**src/hw/rtl/rpd_pkg.sv**
```systemverilog
package rpd_pkg;

  typedef enum logic [1:0] {
    PH_IDLE = 2'd0,
    PH_DATA = 2'd1,
    PH_CK1  = 2'd2,
    PH_CK2  = 2'd3
  } phase_t;

  typedef enum logic [2:0] {
    EV_PAYLOAD   = 3'd0,
    EV_ACCEPT    = 3'd1,
    EV_REJECT    = 3'd2,
    EV_RESTART   = 3'd3,
    EV_INTERRUPT = 3'd4
  } event_t;

  typedef enum logic [1:0] {
    ACK_NONE  = 2'd0,
    ACK_PLUS  = 2'd1,
    ACK_MINUS = 2'd2
  } ack_t;

  localparam logic [7:0] CH_START  = 8'h24;
  localparam logic [7:0] CH_CKSUM  = 8'h23;
  localparam logic [7:0] CH_ESCAPE = 8'h7D;
  localparam logic [7:0] ESC_XOR   = 8'h20;
  localparam logic [7:0] CH_INTR   = 8'h03;

  typedef struct packed {
    phase_t      phase;
    logic        esc_pend;
    logic [7:0]  run_sum;
    logic [7:0]  rcv_sum;
  } frame_st_t;

  typedef struct packed {
    event_t      ev;
    logic [7:0]  data;
    ack_t        ack;
  } result_t;

endpackage

```
**src/hw/rtl/rpd_step.sv**
```systemverilog
module rpd_step
  import rpd_pkg::*;
(
  input  frame_st_t   st,
  input  logic [7:0]  rx_byte,
  input  logic        noack,
  output frame_st_t   st_nxt,
  output logic        res_valid,
  output result_t     res
);

  // Returns {digit_ok, digit_value}.
  function automatic logic [4:0] hex_lookup(input logic [7:0] b);
    logic [4:0] r;
    r = 5'd0;
    if (b >= 8'h30 && b <= 8'h39) begin
      r = {1'b1, b[3:0]};
    end else if ((b >= 8'h61 && b <= 8'h66) || (b >= 8'h41 && b <= 8'h46)) begin
      r = {1'b1, b[3:0] + 4'd9};
    end
    return r;
  endfunction

  logic [4:0] hex;
  logic       hex_ok;
  logic [3:0] hex_val;
  ack_t       ack_good;
  ack_t       ack_bad;

  assign hex     = hex_lookup(rx_byte);
  assign hex_ok  = hex[4];
  assign hex_val = hex[3:0];
  assign ack_good = noack ? ACK_NONE : ACK_PLUS;
  assign ack_bad  = noack ? ACK_NONE : ACK_MINUS;

  always_comb begin
    st_nxt    = st;
    res_valid = 1'b0;
    res.ev    = EV_PAYLOAD;
    res.data  = 8'h00;
    res.ack   = ACK_NONE;
    unique case (st.phase)
      PH_IDLE: begin
        if (rx_byte == CH_START) begin
          st_nxt.phase    = PH_DATA;
          st_nxt.run_sum  = 8'h00;
          st_nxt.esc_pend = 1'b0;
        end else if (rx_byte == CH_INTR) begin
          res_valid = 1'b1;
          res.ev    = EV_INTERRUPT;
        end
      end
      PH_DATA: begin
        priority if (!st.esc_pend && rx_byte == CH_START) begin
          st_nxt.run_sum  = 8'h00;
          st_nxt.esc_pend = 1'b0;
          res_valid       = 1'b1;
          res.ev          = EV_RESTART;
        end else if (!st.esc_pend && rx_byte == CH_CKSUM) begin
          st_nxt.phase   = PH_CK1;
          st_nxt.rcv_sum = 8'h00;
        end else begin
          // The escape character itself counts toward the checksum.
          st_nxt.run_sum = st.run_sum + rx_byte;
          if (!st.esc_pend && rx_byte == CH_ESCAPE) begin
            st_nxt.esc_pend = 1'b1;
          end else begin
            st_nxt.esc_pend = 1'b0;
            res_valid       = 1'b1;
            res.data        = st.esc_pend ? (rx_byte ^ ESC_XOR) : rx_byte;
          end
        end
      end
      PH_CK1: begin
        if (!hex_ok) begin
          st_nxt.phase = PH_IDLE;
          res_valid    = 1'b1;
          res.ev       = EV_REJECT;
          res.ack      = ack_bad;
        end else begin
          st_nxt.rcv_sum = {hex_val, 4'h0};
          st_nxt.phase   = PH_CK2;
        end
      end
      PH_CK2: begin
        st_nxt.phase = PH_IDLE;
        res_valid    = 1'b1;
        if (!hex_ok) begin
          res.ev  = EV_REJECT;
          res.ack = ack_bad;
        end else begin
          st_nxt.rcv_sum = {st.rcv_sum[7:4], hex_val};
          if ({st.rcv_sum[7:4], hex_val} == st.run_sum) begin
            res.ev  = EV_ACCEPT;
            res.ack = ack_good;
          end else begin
            res.ev  = EV_REJECT;
            res.ack = ack_bad;
          end
        end
      end
      default: begin
        st_nxt.phase = PH_IDLE;
      end
    endcase
  end

endmodule

```
**src/hw/rtl/rsp_packet_deframer.sv**
```systemverilog
// Channel  Direction  Ports
// -------  ---------  ------------------------------------------------
// in       input      in_valid, in_stall, in_rx_byte
// out      output     out_valid, out_stall, out_event_res,
//                     out_payload_byte, out_ack_send
// cfg      input      cfg_we, cfg_wdata (no-ack mode)
//
// One byte is accepted per cycle while in_stall is low. A byte is held in the input
// register, is decoded against the frame state and its result lands in the output
// register, from which it is offered on the out channel. Bytes with no result
// still advance the frame state. A stalled result holds the decode stage; an
// empty input register still takes one byte, then the input stalls until the
// result transfers. Synchronous active-low reset returns to idle, no-ack off.
module rsp_packet_deframer
  import rpd_pkg::*;
(
  input  logic        clk,
  input  logic        rst_n,
  input  logic        in_valid,
  output logic        in_stall,
  input  logic [7:0]  in_rx_byte,
  output logic        out_valid,
  input  logic        out_stall,
  output logic [2:0]  out_event_res,
  output logic [7:0]  out_payload_byte,
  output logic [1:0]  out_ack_send,
  input  logic        cfg_we,
  input  logic        cfg_wdata
);

  logic       in_valid_r;
  logic [7:0] in_byte_r;
  logic       noack_r;
  frame_st_t  st_r;
  frame_st_t  st_nxt;
  logic       res_valid;
  result_t    res;
  logic       out_valid_r;
  result_t    out_r;
  logic       advance;

  assign advance  = !out_valid_r || !out_stall;
  assign in_stall = in_valid_r && !advance;

  rpd_step u_step (
    .st        (st_r),
    .rx_byte   (in_byte_r),
    .noack     (noack_r),
    .st_nxt    (st_nxt),
    .res_valid (res_valid),
    .res       (res)
  );

  always_ff @(posedge clk) begin
    if (!rst_n) begin
      in_valid_r       <= 1'b0;
      out_valid_r      <= 1'b0;
      noack_r          <= 1'b0;
      st_r.phase       <= PH_IDLE;
      st_r.esc_pend    <= 1'b0;
      st_r.run_sum     <= 8'h00;
      st_r.rcv_sum     <= 8'h00;
    end else begin
      if (cfg_we) begin
        noack_r <= cfg_wdata;
      end
      if (!in_stall) begin
        in_valid_r <= in_valid;
      end
      if (advance) begin
        out_valid_r <= in_valid_r && res_valid;
        if (in_valid_r) begin
          st_r <= st_nxt;
        end
      end
    end
  end

  always_ff @(posedge clk) begin
    if (in_valid && !in_stall) begin
      in_byte_r <= in_rx_byte;
    end
    if (advance && in_valid_r && res_valid) begin
      out_r <= res;
    end
  end

  assign out_valid        = out_valid_r;
  assign out_event_res    = out_r.ev;
  assign out_payload_byte = out_r.data;
  assign out_ack_send     = out_r.ack;

  // Only verdicts carry an ack or nak.
  a_ack_only_on_verdict: assert property (@(posedge clk) disable iff (!rst_n)
    out_valid_r && out_r.ev != EV_ACCEPT && out_r.ev != EV_REJECT
    |-> out_r.ack == ACK_NONE)
    else $error("ack or nak on a non-verdict event");

  a_noack_silent: assert property (@(posedge clk) disable iff (!rst_n)
    out_valid_r && noack_r |-> out_r.ack == ACK_NONE)
    else $error("ack or nak sent in no-ack mode");

  a_data_zero: assert property (@(posedge clk) disable iff (!rst_n)
    out_valid_r && out_r.ev != EV_PAYLOAD |-> out_r.data == 8'h00)
    else $error("payload byte set on a non-payload event");

  // A verdict always sends the framer back to idle.
  a_verdict_idle: assert property (@(posedge clk) disable iff (!rst_n)
    advance && in_valid_r && res_valid
    && (res.ev == EV_ACCEPT || res.ev == EV_REJECT)
    |=> st_r.phase == PH_IDLE)
    else $error("framer not idle after a verdict");

endmodule

```
**config.mk**
```make
export PLATFORM = sky130hd
export DESIGN_NAME = rsp_packet_deframer
export DESIGN_NICKNAME = d
export VERILOG_FILES = /design/src/hw/rtl/rpd_pkg.sv /design/src/hw/rtl/rpd_step.sv /design/src/hw/rtl/rsp_packet_deframer.sv
export SDC_FILE = /design/constraint.sdc
export NUM_CORES = 1
export LEC_CHECK = 0
export BUFFER_PORTS_ARGS = -buffer_cell sky130_fd_sc_hd__buf_2
export CAP_MARGIN = 20
export CELL_PAD_IN_SITES_DETAIL_PLACEMENT = 2
export CELL_PAD_IN_SITES_GLOBAL_PLACEMENT = 2
export CORE_ASPECT_RATIO = 1.1
export CORE_MARGIN = 3
export CORE_UTILIZATION = 37
export DETAILED_ROUTE_END_ITERATION = 6
export PLACE_DENSITY_LB_ADDON = 0.1
export SLEW_MARGIN = 15
export SYNTH_ARGS = -nofsm -noshare
export SYNTH_HDL_FRONTEND = slang
export SYNTH_SLANG_ARGS = --single-unit
```
**constraint.sdc**
```tcl
create_clock -name clk -period 3.4 [get_ports clk]
set_clock_uncertainty 0.1 [all_clocks]
set_input_delay 1.02 -clock clk [delete_from_list [all_inputs] [get_ports clk]]
set_output_delay 1.02 -clock clk [all_outputs]
set_load 0.01 [all_outputs]
```
# Word-level counts from Yosys, hierarchy flattened
# Cells that the tools add are included.
# op_classes
add_sub_neg,2
multipliers,0
div_mod_pow,0
order_cmp,6
n_eq_ne,13
n_shift,0
n_mux,37
bitwise_logic,3
n_reduce_logical,25
# ops
operator,count
two-way mux 8 bit,3
one-hot mux 8 bit (3 select lines),1
two-way mux 2 bit,10
two-way mux 9 bit,2
one-hot mux 9 bit (2 select lines),1
== test 8 x 6 -> 1 bit (second input constant),2
greater-or-equal comparator 8 x 7 -> 1 bit (second input constant),2
less-or-equal comparator 8 x 7 -> 1 bit (second input constant),2
one-hot mux 3 bit (4 select lines),1
logical AND 1 bit,11
two-way mux 11 bit,1
two-way mux 5 bit,2
AND reduction 5 bit,2
two-way mux 3 bit,3
adder 8 bit,1
== test 8 x 2 -> 1 bit (second input constant),1
== test 8 x 7 -> 1 bit (second input constant),1
== test 8 bit,1
greater-or-equal comparator 8 x 6 -> 1 bit (second input constant),1
less-or-equal comparator 8 x 6 -> 1 bit (second input constant),1
two-way mux 1 bit,8
one-hot mux 2 bit (4 select lines),1
AND reduction 7 bit,1
two-way mux 6 bit,1
15 further kinds,26
# word_totals
ff_bits,39
latchBits,0
mem_bits_rw,0
rom_bits,0
out_inout_bits,15
memories,0

# Depth between registers and ports, before layout
# depth
ltp_word,9
mapped_depth,8
ltp_nobuf,8

# Hierarchy
# From an unflattened synthesis, not the netlist that was laid out.
# hier_totals
hier_cells,287
hier_area_um2,2692.6
# modules_own_cells
mod,instances,cells_per_inst,area_each_um2
rsp_packet_deframer,1,117,1527.7
rpd_step,1,170,1164.9

# Worst setup path before layout
# OpenSTA, ideal clock, no wires.
# synth_timing
path_type,register -> register
start,reg in_byte_r[0]
end,reg out_r (netlist bit out_ack_send[0]) (enable)
arrival_time_ns,2.354
slack_ns,0.559
path_stages_with_launch,9
cell_sequence,edfxtp_1 -> inv_1 -> ha_1 -> inv_1 -> o311a_1 -> nor2_1 -> and2_1 -> o311ai_0 -> a21oi_1
# synth_between
elab_chain_cells,8
# synth_rtl
element,line_no,text
"start, declared",rsp_packet_deframer.sv:32,logic [7:0] in_byte_r;
"start signal, assigned",rsp_packet_deframer.sv:81,in_byte_r <= in_rx_byte;
greater-or-equal comparator 8 x 7 -> 1 bit / less-or-equal comparator 8 x 7 -> 1 bit (equally long branches),rpd_step.sv:18,end else if ((b >= 8'h61 && b <= 8'h66) || (b >= 8'h41 && b <= 8'h46)) begin
logical AND 1 bit,rpd_step.sv:18,
logical OR 1 bit,rpd_step.sv:18,
two-way mux 5 bit,rpd_step.sv:18,
two-way mux 5 bit,rpd_step.sv:16,if (b >= 8'h30 && b <= 8'h39) begin
two-way mux 1 bit,rpd_step.sv:75,if (!hex_ok) begin
one-hot mux 1 bit (4 select lines) (*),rpd_step.sv:42,unique case (st.phase)
logical AND 1 bit (*),rsp_packet_deframer.sv:83,if (advance && in_valid_r && res_valid) begin
"end signal, assigned",rsp_packet_deframer.sv:84,out_r <= res;
"end, declared",rsp_packet_deframer.sv:39,result_t out_r;
# Mark *: on every way between the ends. The rest lies on a longest branch, timed or not.
# A chain may end at the register's enable or synchronous reset.

==> impl_results.md <==
* Via-to-Cell Ratio at 5.63
* # H-tree levels at 2
* Clock buffer count from CTS at 5
* Hold_buf cts at 0
* RePlAce Congestion at 0.829
* Final nets at 272
* Commonest non-fill, non-tap cell in the layout: buf_2
* Mapped cell area at approximately 2200 sq um
* Status: completed
* Worst-margin pin slew at 0.696 ns
* Final Hold Viols at 0
* Number of setup buffers added after CTS at 0
* Max Buffers Root-to-Sink at 2
* CP peak stage delay at 0.58 ns
* Total gr overflow at 0
* Total Routed Length at 6460 um
* Fin crit share at 0.862
* Most frequent cells in the layout: buf_2 (28), edfxtp_1 (21), dfxtp_1 (18), nor2_1 (14), buf_4 (13)
* TNS Setup at 0 ns
* I/O pin cnt at 29
* Critical-path top delay cell: or4_1
* Antenna violations before repair at 0
* Synth Instances at 206
* Max frequency at 341 MHz
* Cell family with most CP delay: compound AO/OA/AOI/OAI gates
* CP arrival at 2.88 ns
* DRT iter0 DRCs at 73
* Setup violators final at 0
* Area of the core at 5540 sq um
* CTS root buffer: clkbuf_8
* Share of layout cells above drive strength 1 at 0.239
* Die Area at 6860 sq um
* Drt wl/cell at approximately 20 um
* Worst skew pair latency at 0.29 ns
* Crit path time final at 2.93 ns
* Hpwl dp at 5110 um
* Mapped Nets at 232
* CP bufs+invs at 1
* Post-CTS resize count at 0
* Routed via count at 1814
* P&R area growth vs syn at 17.3%
* Ys async rst share at 0
* Hold Crit Class: reg2reg
* First-pass GRT wire length at 10700 um
* Pwr Density at 349 nW/um^2
* Overall routing resource usage at 0.206
* Clk sinks at 39
* Clk pin slew, worst setup/hold paths at 0.08 ns
* PnR worst setup slack at 0.469 ns
* Number of fill cells in the layout at 621
* Die H at approximately 87 um
* DR pass1 iterations at 4
* VDD IR max at 0.000148 V
* Worst-case hold slack at 0.392 ns
* Detailed-route DRC error count at 0
* Seq/Total Area, Yosys at 0.454
* Row count at 28
* Crit-path cells: inv_1 > ha_1 > o21bai_4 > a21oi_4 > mux2i_1 > xnor2_1 > or4_1 > a311o_1
* CP Launch Type: register
* Syn Area/Cell at 10.6 sq um
* FF+latch count, synth at 39
* Pin count of the biggest net entering global routing at 15
* Crit path max fanout at 5
* Antenna-violating nets left at 0
* Post-synth EDFFs at 21
* Ant diodes at 0
* Pre-CTS setup slack at 0.158 ns
* Vias in the first global route at 2042
* Max cap viols at 0
* Starting Density at 0.395
* Worst slew margin at 0.536
* Kind of critical path: reg2reg
* CTS tree: done
* Die width at between 70 and 80 um
* IO Port Bufs at 28
* Distinct cell type count of the synthesized netlist at between 50 and 60
* Most used DFF post-synth: edfxtp_1
* RSZ-0062 raised after global routing: no
* Req. time, crit path at roughly 3.3 ns
* Endpoint class of the critical path: register
* YS warnings at 0
* Leak at 0.980 nW
* Final max-slew violation count at 0
==> metrics by stage <==
stage | util | cell area (sq um) | total power [mW] | std cells
after floorplan | - | 2180 | 0.564 | 206
after global placement | 0.447 | 2470 | 0.593 | 314
after detailed placement | 0.447 | 2470 | 0.599 | 314
after CTS | 0.462 | 2560 | 0.904 | 322
after global routing | 0.463 | 2560 | 0.937 | 322
final | 0.463 | 2560 | 0.894 | 322
==> cell usage after synthesis, types with 2 or more instances <==
master	instances	share of area
mux2i_1	3	0.014
buf_2	2	0.0046
a211oi_1	3	0.010
a21oi_1	13	0.030
edfxtp_1	21	0.29
a22oi_1	3	0.010
o21ai_0	4	0.0092
o21a_1	4	0.014
nand4_1	3	0.0086
a21o_1	4	0.014
ha_1	11	0.063
nor2_1	14	0.024
inv_1	6	0.010
nor3_1	9	0.021
clkbuf_1	4	0.0069
dfxtp_1	18	0.16
xnor2_1	9	0.036
nor4_1	6	0.017
nor2b_1	4	0.011
xor2_1	5	0.020
nor3b_1	3	0.010
o2bb2ai_1	2	0.0080
o41ai_1	2	0.0080
and2_1	6	0.017
o21bai_1	2	0.0069
nand2_1	7	0.012
nand3_1	8	0.018
==> cells by family (layout without fill, tap and decap cells) <==
group / after synthesis / count (layout) / share of synthesized area
adder cells (fa/ha/maj): 12 / 12 / 0.0722
XOR/XNOR: 14 / 14 / 0.0561
AO/OA/AOI/OAI: 52 / 52 / 0.178
multiplexers: 4 / 4 / 0.0189
buffers and inverters: 14 / 55 / 0.0292
AND/OR/NAND/NOR: 71 / 71 / 0.192
flip-flops: 39 / 39 / 0.454
==> where the power goes <==
part           total (mW)  switching, mW  internal [mW]
Clock               0.307          0.166          0.141
Sequential          0.508        0.00709          0.500
Combinational      0.0801         0.0468         0.0333
==> area by class of cell <==
type,count,area (sq um),share of cell area
Clock buffer,5,68.8,0.0269
Clock inverter,3,15.0,0.00586
Tap cell,75,93.8,0.0366
Multi-Input combinational cell,153,1130,0.442
Inverter,6,22.5,0.00879
Timing Repair Buffer,41,238,0.0928
Sequential cell,39,991,0.387
==> state kept, by name, indices dropped and copies added (netlist names) <==
register          cells
noack_r               1
out_event_res         3
in_byte_r             8
out_ack_send          2
out_valid             1
out_payload_byte      8
in_valid_r            1
st_r                 15
==> metal layers <==
layer | up-vias | track usage | wire (um)
met1 | 910 | 0.234 | 2660
met3 | 12 | 0.0301 | 145
li1 | 859 | - | -
met4 | 0 | 0.0594 | 113
met2 | 33 | 0.394 | 3540
met5 | - | 0 | 0
==> path summary, 6_finish.rpt <==
| path | start | end | slack [ns] | depth (start not counted) |
|---|---|---|---|---|
| max | in_byte_r[1] | out_event_res[1] | 0.47 | 8 |
| min | st_r[6] | st_r[6] | 0.39 | 1 |
| max reg2reg | in_byte_r[1] | out_event_res[1] | 0.47 | 8 |
| min reg2reg | st_r[6] | st_r[6] | 0.39 | 1 |
Power figures use the tool's default switching activity.
